$ cat config.mk
export PLATFORM = sky130hd
export DESIGN_NAME = whole_word_mask_filter_unit_flat
export DESIGN_NICKNAME = d
export VERILOG_FILES = /design/src/hdl/wwmf_pkg.sv /design/src/hdl/wwmf_in_if.sv /design/src/hdl/wwmf_out_if.sv /design/src/hdl/wwmf_front.sv /design/src/hdl/wwmf_queue.sv /design/src/hdl/wwmf_back.sv /design/src/hdl/whole_word_mask_filter_unit.sv /design/src/flat_wrapper.sv
export SDC_FILE = /design/constraint.sdc
export NUM_CORES = 1
export LEC_CHECK = 0
export ABC_CLOCK_PERIOD_IN_PS = 3800
export CAP_MARGIN = 25
export CORE_AREA = 2 2 162 164
export DETAILED_ROUTE_END_ITERATION = 10
export DIE_AREA = 0 0 164 166
export DONT_BUFFER_PORTS = 1
export PLACE_DENSITY_LB_ADDON = 0.2
export SYNTH_ARGS = -nofsm -noshare
export SYNTH_HDL_FRONTEND = slang
export SYNTH_SLANG_ARGS = --single-unit
$ cat constraint.sdc
create_clock -name clk -period 3.8 [get_ports clk]
set_input_delay 0.19 -clock clk [delete_from_list [all_inputs] [get_ports clk]]
set_output_delay 0.19 -clock clk [all_outputs]
set_load 0.03 [all_outputs]
$ cat src/hdl/wwmf_pkg.sv
// ----------------------------------------------------------------------------
// wwmf_pkg
// Shared types, constants and helper functions of the whole-word mask filter.
// ----------------------------------------------------------------------------
`default_nettype none

package wwmf_pkg;

  // Default depth of the word buffer, in characters.
  localparam int MAX_WORD_DEF = 8;
  // The target register holds at most this many characters.
  localparam int TARGET_CHARS = 8;
  // Default depth of the command queue between front and back.
  localparam int QUEUE_DEPTH = 2;

  localparam logic [7:0] MASK_CHAR = 8'h2A;

  // Configuration port geometry: two registers at byte addresses 0 and 8.
  localparam int PADDR_W     = 4;
  localparam int PDATA_W     = 64;
  localparam int REG_SEL_BIT = 3;
  localparam logic REG_TARGET_WORD   = 1'b0;
  localparam logic REG_TARGET_LENGTH = 1'b1;

  typedef enum logic [1:0] {
    CMD_WORD,
    CMD_SEP,
    CMD_END
  } cmd_kind_t;

  typedef struct packed {
    cmd_kind_t  kind;
    logic [7:0] ch;
  } cmd_t;

  typedef struct packed {
    logic empty;
    logic full;
  } queue_status_t;

  typedef enum logic [1:0] {
    BK_DISPATCH,
    BK_FLUSH,
    BK_TAIL
  } back_state_t;

  // Space , ; : . " ! ? ' and newline end a word.
  function automatic logic is_separator(input logic [7:0] c);
    return (c == 8'h20) || (c == 8'h2C) || (c == 8'h3B) || (c == 8'h3A) ||
           (c == 8'h2E) || (c == 8'h22) || (c == 8'h21) || (c == 8'h3F) ||
           (c == 8'h27) || (c == 8'h0A);
  endfunction

  function automatic logic [7:0] upper_ascii(input logic [7:0] c);
    logic [7:0] r;
    r = c;
    if (c >= 8'h61 && c <= 8'h7A) begin
      r = c - 8'd32;
    end
    return r;
  endfunction

endpackage

`default_nettype wire

$ cat src/hdl/wwmf_in_if.sv
// ----------------------------------------------------------------------------
// wwmf_in_if
// Valid/ready channel carrying one text character or an end-of-text mark.
// ----------------------------------------------------------------------------
`default_nettype none

interface wwmf_in_if;
  logic       valid;
  logic       ready;
  logic [7:0] char_in;
  logic       end_of_text;

  modport source (output valid, output char_in, output end_of_text, input ready);
  modport sink   (input valid, input char_in, input end_of_text, output ready);
endinterface

`default_nettype wire

$ cat src/hdl/wwmf_out_if.sv
// ----------------------------------------------------------------------------
// wwmf_out_if
// Valid/ready channel carrying one output character and its end-of-run flag.
// ----------------------------------------------------------------------------
`default_nettype none

interface wwmf_out_if;
  logic       valid;
  logic       ready;
  logic [7:0] char_out;
  logic       last_of_run;

  modport source (output valid, output char_out, output last_of_run, input ready);
  modport sink   (input valid, input char_out, input last_of_run, output ready);
endinterface

`default_nettype wire

$ cat src/hdl/wwmf_front.sv
// ----------------------------------------------------------------------------
// wwmf_front
// Accepts input characters and classifies each as word character, separator or end.
// ----------------------------------------------------------------------------
`default_nettype none

module wwmf_front import wwmf_pkg::*; (
  wwmf_in_if.sink       text_in,
  input  queue_status_t q_status,
  output logic          push,
  output cmd_t          push_cmd
);

  assign text_in.ready = !q_status.full;
  assign push          = text_in.valid && !q_status.full;

  always_comb begin
    push_cmd.ch = text_in.char_in;
    if (text_in.end_of_text) begin
      push_cmd.kind = CMD_END;
    end else if (is_separator(text_in.char_in)) begin
      push_cmd.kind = CMD_SEP;
    end else begin
      push_cmd.kind = CMD_WORD;
    end
  end

endmodule

`default_nettype wire

$ cat src/hdl/wwmf_queue.sv
// ----------------------------------------------------------------------------
// wwmf_queue
// Short command queue that decouples the classifier from the word engine.
// ----------------------------------------------------------------------------
`default_nettype none

module wwmf_queue import wwmf_pkg::*; #(
  parameter int DEPTH = QUEUE_DEPTH
) (
  input  logic          clk,
  input  logic          rst,
  input  logic          push,
  input  cmd_t          push_cmd,
  input  logic          pop,
  output cmd_t          head,
  output queue_status_t status
);

  localparam int PTR_W  = (DEPTH > 1) ? $clog2(DEPTH) : 1;
  localparam int FILL_W = $clog2(DEPTH + 1);

  cmd_t              slots [DEPTH];
  logic [PTR_W-1:0]  wr_ptr;
  logic [PTR_W-1:0]  rd_ptr;
  logic [FILL_W-1:0] fill;

  function automatic logic [PTR_W-1:0] ptr_inc(input logic [PTR_W-1:0] p);
    return (p == PTR_W'(DEPTH - 1)) ? '0 : p + PTR_W'(1);
  endfunction

  always_ff @(posedge clk) begin
    if (rst) begin
      wr_ptr <= '0;
      rd_ptr <= '0;
      fill   <= '0;
    end else begin
      if (push) begin
        wr_ptr <= ptr_inc(wr_ptr);
      end
      if (pop) begin
        rd_ptr <= ptr_inc(rd_ptr);
      end
      if (push && !pop) begin
        fill <= fill + FILL_W'(1);
      end else if (pop && !push) begin
        fill <= fill - FILL_W'(1);
      end
    end
  end

  always_ff @(posedge clk) begin
    if (push) begin
      slots[wr_ptr] <= push_cmd;
    end
  end

  assign head         = slots[rd_ptr];
  assign status.empty = (fill == '0);
  assign status.full  = (fill == FILL_W'(DEPTH));

endmodule

`default_nettype wire

$ cat src/hdl/wwmf_back.sv
// ----------------------------------------------------------------------------
// wwmf_back
// Word engine: buffers word characters, compares against the target and
// releases each word, masked or unchanged, through a registered output.
// ----------------------------------------------------------------------------
`default_nettype none

module wwmf_back import wwmf_pkg::*; #(
  parameter int MAX_WORD = MAX_WORD_DEF
) (
  input  logic          clk,
  input  logic          rst,
  input  logic [63:0]   target_word,
  input  logic [3:0]    target_length,
  input  cmd_t          head,
  input  queue_status_t q_status,
  output logic          pop,
  wwmf_out_if.source    text_out
);

  localparam int CNT_W     = $clog2(MAX_WORD + 1);
  localparam int IDX_W     = (MAX_WORD > 1) ? $clog2(MAX_WORD) : 1;
  localparam int CMP_CHARS = (MAX_WORD < TARGET_CHARS) ? MAX_WORD : TARGET_CHARS;

  back_state_t state;
  back_state_t state_next;

  logic [7:0]       word_buffer [MAX_WORD];
  logic [CNT_W-1:0] word_count;
  logic             overlong_word;
  logic [IDX_W-1:0] rd_idx;
  logic             mask_word;
  logic             tail_pending;
  logic [7:0]       tail_char;

  logic             out_valid;
  logic [7:0]       out_char;
  logic             out_last;

  logic                 slot_free;
  logic                 last_idx;
  logic                 len_ok;
  logic                 word_match;
  logic [CMP_CHARS-1:0] char_ok;

  logic       store;
  logic       emit;
  logic [7:0] emit_char;
  logic       emit_last;
  logic       load_flush;
  logic       flush_mask;
  logic       flush_tail;
  logic       ovl_set;
  logic       ovl_clr;
  logic       idx_step;

  assign slot_free = !out_valid || text_out.ready;
  assign last_idx  = (int'(rd_idx) == int'(word_count) - 1);

  // Positions at or beyond the target length are don't-care.
  for (genvar i = 0; i < CMP_CHARS; i++) begin : g_cmp
    assign char_ok[i] = (i >= int'(target_length)) ||
                        (upper_ascii(word_buffer[i]) == upper_ascii(target_word[8*i +: 8]));
  end

  assign len_ok     = (target_length != '0) && (int'(target_length) <= CMP_CHARS) &&
                      (int'(word_count) == int'(target_length));
  assign word_match = len_ok && (&char_ok);

  always_comb begin
    state_next = state;
    case (state)
      BK_DISPATCH: begin
        if (!q_status.empty && slot_free) begin
          case (head.kind)
            CMD_WORD: begin
              if (!overlong_word && int'(word_count) == MAX_WORD) begin
                state_next = BK_FLUSH;
              end
            end
            CMD_SEP, CMD_END: begin
              if (word_count != '0) begin
                state_next = BK_FLUSH;
              end
            end
            default: ;
          endcase
        end
      end
      BK_FLUSH: begin
        if (slot_free && last_idx) begin
          state_next = tail_pending ? BK_TAIL : BK_DISPATCH;
        end
      end
      BK_TAIL: begin
        if (slot_free) begin
          state_next = BK_DISPATCH;
        end
      end
      default: state_next = BK_DISPATCH;
    endcase
  end

  always_comb begin
    pop        = 1'b0;
    store      = 1'b0;
    emit       = 1'b0;
    emit_char  = head.ch;
    emit_last  = 1'b1;
    load_flush = 1'b0;
    flush_mask = 1'b0;
    flush_tail = 1'b0;
    ovl_set    = 1'b0;
    ovl_clr    = 1'b0;
    idx_step   = 1'b0;
    case (state)
      BK_DISPATCH: begin
        if (!q_status.empty && slot_free) begin
          pop = 1'b1;
          case (head.kind)
            CMD_WORD: begin
              if (overlong_word) begin
                emit = 1'b1;
              end else if (int'(word_count) < MAX_WORD) begin
                store = 1'b1;
              end else begin
                load_flush = 1'b1;
                flush_tail = 1'b1;
                ovl_set    = 1'b1;
              end
            end
            CMD_SEP: begin
              ovl_clr = 1'b1;
              if (word_count == '0) begin
                emit = 1'b1;
              end else begin
                load_flush = 1'b1;
                flush_tail = 1'b1;
                flush_mask = !overlong_word && word_match;
              end
            end
            CMD_END: begin
              ovl_clr = 1'b1;
              if (word_count != '0) begin
                load_flush = 1'b1;
                flush_mask = !overlong_word && word_match;
              end
            end
            default: ;
          endcase
        end
      end
      BK_FLUSH: begin
        if (slot_free) begin
          emit      = 1'b1;
          emit_char = mask_word ? MASK_CHAR : word_buffer[rd_idx];
          emit_last = last_idx && !tail_pending;
          idx_step  = 1'b1;
        end
      end
      BK_TAIL: begin
        if (slot_free) begin
          emit      = 1'b1;
          emit_char = tail_char;
        end
      end
      default: ;
    endcase
  end

  always_ff @(posedge clk) begin
    if (rst) begin
      state         <= BK_DISPATCH;
      word_count    <= '0;
      overlong_word <= 1'b0;
      rd_idx        <= '0;
      mask_word     <= 1'b0;
      tail_pending  <= 1'b0;
      out_valid     <= 1'b0;
    end else begin
      state <= state_next;
      if (store) begin
        word_count <= word_count + CNT_W'(1);
      end
      if (idx_step) begin
        if (last_idx) begin
          rd_idx     <= '0;
          word_count <= '0;
        end else begin
          rd_idx <= rd_idx + IDX_W'(1);
        end
      end
      if (ovl_set) begin
        overlong_word <= 1'b1;
      end else if (ovl_clr) begin
        overlong_word <= 1'b0;
      end
      if (load_flush) begin
        mask_word    <= flush_mask;
        tail_pending <= flush_tail;
      end
      if (emit) begin
        out_valid <= 1'b1;
      end else if (text_out.ready) begin
        out_valid <= 1'b0;
      end
    end
  end

  always_ff @(posedge clk) begin
    if (store) begin
      word_buffer[word_count[IDX_W-1:0]] <= head.ch;
    end
    if (load_flush) begin
      tail_char <= head.ch;
    end
    if (emit) begin
      out_char <= emit_char;
      out_last <= emit_last;
    end
  end

  assign text_out.valid       = out_valid;
  assign text_out.char_out    = out_char;
  assign text_out.last_of_run = out_last;

  a_count_bound: assert property (@(posedge clk) disable iff (rst)
    int'(word_count) <= MAX_WORD)
    else $error("word buffer fill count beyond its depth");

  a_overlong_empty: assert property (@(posedge clk) disable iff (rst)
    (state == BK_DISPATCH && overlong_word) |-> (word_count == '0))
    else $error("characters buffered while an overlong word passes through");

  a_mask_length: assert property (@(posedge clk) disable iff (rst)
    (state == BK_FLUSH && mask_word) |-> (int'(word_count) == int'(target_length)))
    else $error("masked release of a word whose length differs from the target");

  a_pop_nonempty: assert property (@(posedge clk) disable iff (rst)
    pop |-> !q_status.empty)
    else $error("command taken from an empty queue");

endmodule

`default_nettype wire

$ cat src/hdl/whole_word_mask_filter_unit.sv
// ----------------------------------------------------------------------------
// whole_word_mask_filter_unit
// Case-insensitive whole-word censor: replaces every word equal to the target
// word by asterisks and passes all other characters through.
// ----------------------------------------------------------------------------
// Path: a character that passes straight through is held in the command queue
//   and then in the output register before it appears on the output.
// Flow: while the back end releases a buffered word and its ending separator it
//   takes no new command; the queue keeps accepting characters until it is full.
// Reset: rst is synchronous; it empties the queue, the word buffer count and
//   the overlong flag and clears both configuration registers. No clearing pass.
`default_nettype none

module whole_word_mask_filter_unit import wwmf_pkg::*; #(
  parameter int MAX_WORD = MAX_WORD_DEF,
  parameter int Q_DEPTH  = QUEUE_DEPTH
) (
  input  logic               clk,
  input  logic               rst,
  input  logic               psel,
  input  logic               penable,
  input  logic               pwrite,
  input  logic [PADDR_W-1:0] paddr,
  input  logic [PDATA_W-1:0] pwdata,
  output logic [PDATA_W-1:0] prdata,
  output logic               pready,
  wwmf_in_if.sink            text_in,
  wwmf_out_if.source         text_out
);

  // Configuration registers. The target word holds up to eight characters with
  // the first character in the low byte; a length of zero turns matching off.
  logic [63:0] target_word;
  logic [3:0]  target_length;
  logic        cfg_wr;

  // The port never inserts wait states, so a write completes in its access cycle.
  assign pready = 1'b1;
  assign cfg_wr = psel && penable && pwrite && pready;

  always_ff @(posedge clk) begin
    if (rst) begin
      target_word   <= '0;
      target_length <= '0;
    end else if (cfg_wr) begin
      case (paddr[REG_SEL_BIT])
        REG_TARGET_WORD:   target_word   <= pwdata;
        REG_TARGET_LENGTH: target_length <= pwdata[3:0];
        default: ;
      endcase
    end
  end

  always_comb begin
    case (paddr[REG_SEL_BIT])
      REG_TARGET_WORD:   prdata = target_word;
      REG_TARGET_LENGTH: prdata = {{(PDATA_W - 4){1'b0}}, target_length};
      default:           prdata = '0;
    endcase
  end

  // Front end: tags each accepted character as a word character, a separator or an
  // end-of-text mark and pushes it into the queue whenever there is room.
  queue_status_t q_status;
  logic          push;
  cmd_t          push_cmd;
  logic          pop;
  cmd_t          head;

  wwmf_front u_front (
    .text_in  (text_in),
    .q_status (q_status),
    .push     (push),
    .push_cmd (push_cmd)
  );

  // The queue lets the front keep taking characters while the back end is busy
  // releasing a buffered word or waiting on a stalled output.
  wwmf_queue #(
    .DEPTH (Q_DEPTH)
  ) u_queue (
    .clk      (clk),
    .rst      (rst),
    .push     (push),
    .push_cmd (push_cmd),
    .pop      (pop),
    .head     (head),
    .status   (q_status)
  );

  // Back end: holds the current word, decides on a separator or end of text
  // whether it matches the target, and drives the output register.
  wwmf_back #(
    .MAX_WORD (MAX_WORD)
  ) u_back (
    .clk           (clk),
    .rst           (rst),
    .target_word   (target_word),
    .target_length (target_length),
    .head          (head),
    .q_status      (q_status),
    .pop           (pop),
    .text_out      (text_out)
  );

endmodule

`default_nettype wire
$ cat src/flat_wrapper.sv
// flat-port wrapper written by rule: the top's interface ports become plain ports
module whole_word_mask_filter_unit_flat import wwmf_pkg::*;
#(
  parameter int MAX_WORD = MAX_WORD_DEF,
  parameter int Q_DEPTH  = QUEUE_DEPTH
)
  (clk, rst, psel, penable, pwrite, paddr, pwdata, prdata, pready, text_in_valid, text_in_char_in, text_in_end_of_text, text_in_ready, text_out_valid, text_out_char_out, text_out_last_of_run, text_out_ready);
  wwmf_in_if text_in_i ();
  wwmf_out_if text_out_i ();
  input  logic clk;
  input  logic rst;
  input  logic psel;
  input  logic penable;
  input  logic pwrite;
  input  logic [PADDR_W-1:0] paddr;
  input  logic [PDATA_W-1:0] pwdata;
  output logic [PDATA_W-1:0] prdata;
  output logic pready;
  input wire logic [$bits(text_in_i.valid)-1:0] text_in_valid;
  input wire logic [$bits(text_in_i.char_in)-1:0] text_in_char_in;
  input wire logic [$bits(text_in_i.end_of_text)-1:0] text_in_end_of_text;
  output wire logic [$bits(text_in_i.ready)-1:0] text_in_ready;
  output wire logic [$bits(text_out_i.valid)-1:0] text_out_valid;
  output wire logic [$bits(text_out_i.char_out)-1:0] text_out_char_out;
  output wire logic [$bits(text_out_i.last_of_run)-1:0] text_out_last_of_run;
  input wire logic [$bits(text_out_i.ready)-1:0] text_out_ready;
  assign text_in_i.valid = text_in_valid;
  assign text_in_i.char_in = text_in_char_in;
  assign text_in_i.end_of_text = text_in_end_of_text;
  assign text_in_ready = text_in_i.ready;
  assign text_out_valid = text_out_i.valid;
  assign text_out_char_out = text_out_i.char_out;
  assign text_out_last_of_run = text_out_i.last_of_run;
  assign text_out_i.ready = text_out_ready;
  whole_word_mask_filter_unit #(.MAX_WORD(MAX_WORD), .Q_DEPTH(Q_DEPTH)) u_core (.clk(clk), .rst(rst), .psel(psel), .penable(penable), .pwrite(pwrite), .paddr(paddr), .pwdata(pwdata), .prdata(prdata), .pready(pready), .text_in(text_in_i), .text_out(text_out_i));
endmodule
==> run summary <==
Setup repair after global routing left no endpoint under its margin. The synthesized netlist net count is 1164. The antenna violation net count after detailed routing came out at 0. The number of warnings issued by yosys is 0. The global-route wire length before repair came out at 40.6 mm. The core area is 25600 µm². In this run the critical register-to-register path is launched from u_core.u_back.word_buffer[4][4]$_DFFE_PP_. 160 I/O pins were placed. The via count of the first global-routing pass came to 7359. The pin count of the biggest net entering global routing is 80. The worst-case clock skew came out at 0.0107 ns. The worst setup path is of the reg -> reg kind. The starting density of the core is 39.2%. The clock tree from TritonCTS is yes.

The count of instances resized after the clock tree is built came out at 0. For this block, the initial DRC count from the detailed router was 622. After clock tree synthesis, the clock-pin slew on the worst setup and hold paths is 0.07 ns. The routed wire length is 26.1 mm.

The power density of the placed cells came out at 449 nW/µm². Port buffering added 0 buffers. The register bit count reported by yosys is 190. The maximum VDD drop is 0.275 mV. The total congestion overflow after global routing came out at 0. The overall global routing resource usage came out at 19.3%. The maximum achievable frequency came out at 0.334 GHz. For the pin with the worst max-slew slack, the measured transition is 0.895 ns. The switching share of total power came out at 29.6%.

The type of element launching the critical path is a flop. In this run the worst hold path is classified as in -> reg. The final period utilization came out at 78.7%.

The internal power of the cells totals 3.70 mW. Counting along the longest clock path gives a buffer depth of 2. The per-cell routed wire length is 17.9 µm.

The run finished with clean final reports. The congestion estimate from routability-driven global placement came to 0.843. The clock tree root buffer cell is clkbuf_16. The shortest clock period the worst path allows after layout is 2.99 ns.

In the synthesized netlist the dominant register cell turns out to be edfxtp_1. The number of buffers created by CTS is 17. The relative slew slack came out at 40.2%. The setup violation total in the final timing report came out at 0.

The synthesized design contains 101 enable-type register cells. The number of failing hold endpoints at the final stage is 0. The logic gate share of total power is 17.6%.

The number of cell rows is 59. The number of iterations in the first detailed-routing pass came out at 5. In this run the mean area of a mapped cell was 9.55 µm². The initial antenna violation count is 0. The buffers inserted during post-CTS setup optimization came out at 0. The share of synthesized registers carrying an async set or reset is 0%. The final number of max-transition violations came out at 0. For this run, the post-layout net count is 1222. The number of cells on the worst reg-to-reg path is 8. The startpoint identified for the worst hold timing path is text_in_valid. The start point of the critical path is u_core.u_back.word_buffer[4][4]$_DFFE_PP_. The peak fanout along the critical path is 4. The count of clock tree sinks came out at 190.

The die outline width came out at 164 µm. The endpoint required time on the critical path came out at 4.15 ns. The gate count of the mapped netlist came out at 1052. The sequential element share of the synthesized area came out at 47.9%.

The synthesized cell area is 10000 µm². Buffers inserted to repair hold after CTS numbered 74. The repair_antennas step left the layout with diodes totalling 0.

The count of max-cap constraint violations is 0. The share of power burned in the clock network came out at 33.7%. The detailed placement HPWL is 18.5 mm. The floorplan step set the die height to 166 µm.

The switching power came out at 1.55 mW. The fraction of layout instances using a drive strength above 1 is 8.01%. The number of vias per cell after detailed routing came out at 5.37. STA classifies the critical path endpoint as a flop. The number of H-tree levels came out at 4. The power share of the sequential group is 48.8%.

The synthesis-to-finish area growth is 16.4%. The die outline area came out at 27200 µm². Clock latency on the worst-skew pair, taken at its later pin, is 0.44 ns. The leakage power summed over all cells is 4.02 nW. The cell total after placement came out at 1352.

The number of library cell types mapped by synthesis is 69. The arrival time of the worst setup path came out at 3.34 ns. The number of non-filler instances in the completed layout is 1458.

The cell count of the worst hold path came out at 3. The setup TNS after final layout is 0 ns. The vias after detailed routing came out at 7826. The detailed-route DRC error count is 0.
## cells in the final DEF (no fill, tap or decap), types with 4 or more instances in the layout
cell	instances
nand2_1	188
a21oi_1	102
edfxtp_1	101
dfxtp_1	89
nor2_1	75
dlygate4sd3_1	73
inv_1	54
nor2b_1	48
xnor2_1	42
xor2_1	34
o21ai_0	31
ha_1	28
nor3_1	22
mux2_2	17
clkbuf_16	17
nand3_1	15
mux4_2	15
a31oi_1	13
mux2i_1	13
or4_1	12
buf_4	8
o22ai_1	7
nand4_1	7
or2_2	6
nand2b_1	5
nor4_1	5
a221oi_1	5
a21o_1	5
or3_1	5
o31ai_1	5
a22oi_1	4
o21ai_1	4
inv_6	4
## logic make-up (layout without fill, tap and decap cells)
kind of cell             count (synthesis)  in the layout  synth area share (%)
AO/OA/AOI/OAI                          203            203                  12.2
XOR/XNOR                                77             77                  6.90
adder cells (fa/ha/maj)                 28             28                  3.49
buffers and inverters                  100            171                  3.85
flip-flops                             190            190                  47.9
multiplexers                            47             47                  6.94
other                                    1              1                0.0373
AND/OR/NAND/NOR                        406            406                  18.6
## synth_stat cells (3+ instances only)
cell	n	area share [%]
dfxtp_1	89	18
mux4_2	15	3.4
o21ai_1	4	0.20
ha_1	28	3.5
nand2b_1	5	0.31
nand3_1	15	0.75
xor2_1	34	3.0
a21o_1	5	0.37
a221oi_1	5	0.44
a41oi_1	3	0.26
o21ai_0	31	1.5
a21oi_1	102	5.1
nor2_1	76	2.8
nor3_1	22	1.1
or4_1	12	0.90
or2_2	6	0.37
o31ai_1	5	0.37
buf_1	6	0.22
inv_1	54	2.0
inv_2	3	0.11
clkbuf_1	35	1.3
o2111ai_1	3	0.26
nand3b_1	3	0.22
edfxtp_1	101	30
a22oi_1	4	0.30
xnor2_1	42	3.7
nand2_1	188	7.0
mux2i_1	13	1.3
nand4_1	7	0.44
nor4_1	5	0.31
nor2b_1	48	3.0
mux2_2	17	1.9
a31oi_1	13	0.81
o22ai_1	7	0.44
or3_1	5	0.31
## flip-flops by register name, indices dropped and copies added, names as in the netlist, named ones only
| register | flops |
|---|---|
| u_core.u_back.mask_word | 1 |
| u_core.u_back.text_out.char_out | 8 |
| u_core.u_back.text_out.valid | 1 |
| u_core.u_queue.rd_ptr | 1 |
| u_core.u_back.word_buffer | 64 |
| u_core.u_back.text_out.last_of_run | 1 |
| u_core.u_back.word_count | 4 |
| u_core.u_queue.fill | 2 |
| u_core.u_back.state | 2 |
| u_core.u_queue.slots | 20 |
| u_core.u_back.rd_idx | 3 |
| u_core.u_back.tail_pending | 1 |
| u_core.target_length | 4 |
| u_core.target_word | 64 |
| u_core.u_queue.wr_ptr | 1 |
| u_core.u_back.overlong_word | 1 |
| u_core.u_back.tail_char | 8 |
## worst max-delay path, cell delays in order, from the launching register on
cell	delay, ns
edfxtp_1	0.46
or4_4	0.58
o22ai_4	0.17
o21ai_2	0.06
or4_1	0.50
a311o_1	0.33
o41ai_2	0.29
a41oi_1	0.23
o31ai_1	0.28
## path summary, 6_finish.rpt
| kind | end | slack (ns) |
|---|---|---|
| setup / recovery | u_core.u_back.mask_word$_SDFFE_PP0P_ | 0.81 |
| hold / removal | u_core.u_queue.wr_ptr$_SDFFE_PP0P_ | 0.02 |
| setup reg to reg | u_core.u_back.mask_word$_SDFFE_PP0P_ | 0.81 |
| hold reg to reg | u_core.target_word[62]$_SDFFE_PP0P_ | 0.48 |
## layer usage
metal	global-route usage (%)	vias to the layer above	part of all wire (%)
met5	0	-	0
met1	27.0	3743	47
met2	30.2	245	45
met4	5.84	0	1.6
li1	-	3817	-
met3	3.60	21	6.2
## metrics by stage
step	utilization, %	instance area [µm²]	total power, mW	setup slack [ns]	hold slack (ns)
floorplan	-	10000	3.19	1.07	0.289
global placement	40.4	10400	3.45	0.847	0.268
detailed placement	40.4	10400	3.46	0.807	0.270
CTS	45.6	11700	5.30	0.772	0.0138
global route	45.6	11700	5.49	0.428	0.0230
finish	45.6	11700	5.25	0.809	0.0225
## power by group through the flow
| stage | sequential (mW) | clock (mW) | combinational [mW] |
|---|---|---|---|
| final | 2.56 | 1.77 | 0.922 |
| after floorplan | 2.55 | 0 | 0.642 |
| after global routing | 2.58 | 1.89 | 1.02 |
| after detailed placement | 2.61 | 0 | 0.849 |
| after CTS | 2.56 | 1.81 | 0.932 |
| after global placement | 2.61 | 0 | 0.840 |
## layout make-up
| type | instances | area [µm²] |
|---|---|---|
| inverters | 57 | 214 |
| flip-flops and latches | 190 | 4810 |
| fillers | 2415 | 13900 |
| well taps | 335 | 419 |
| clock buffers | 19 | 443 |
| repair buffers | 82 | 818 |
| clock inverters | 13 | 130 |
| multi-input cells | 762 | 4850 |
(Power assumes the default switching activity.)
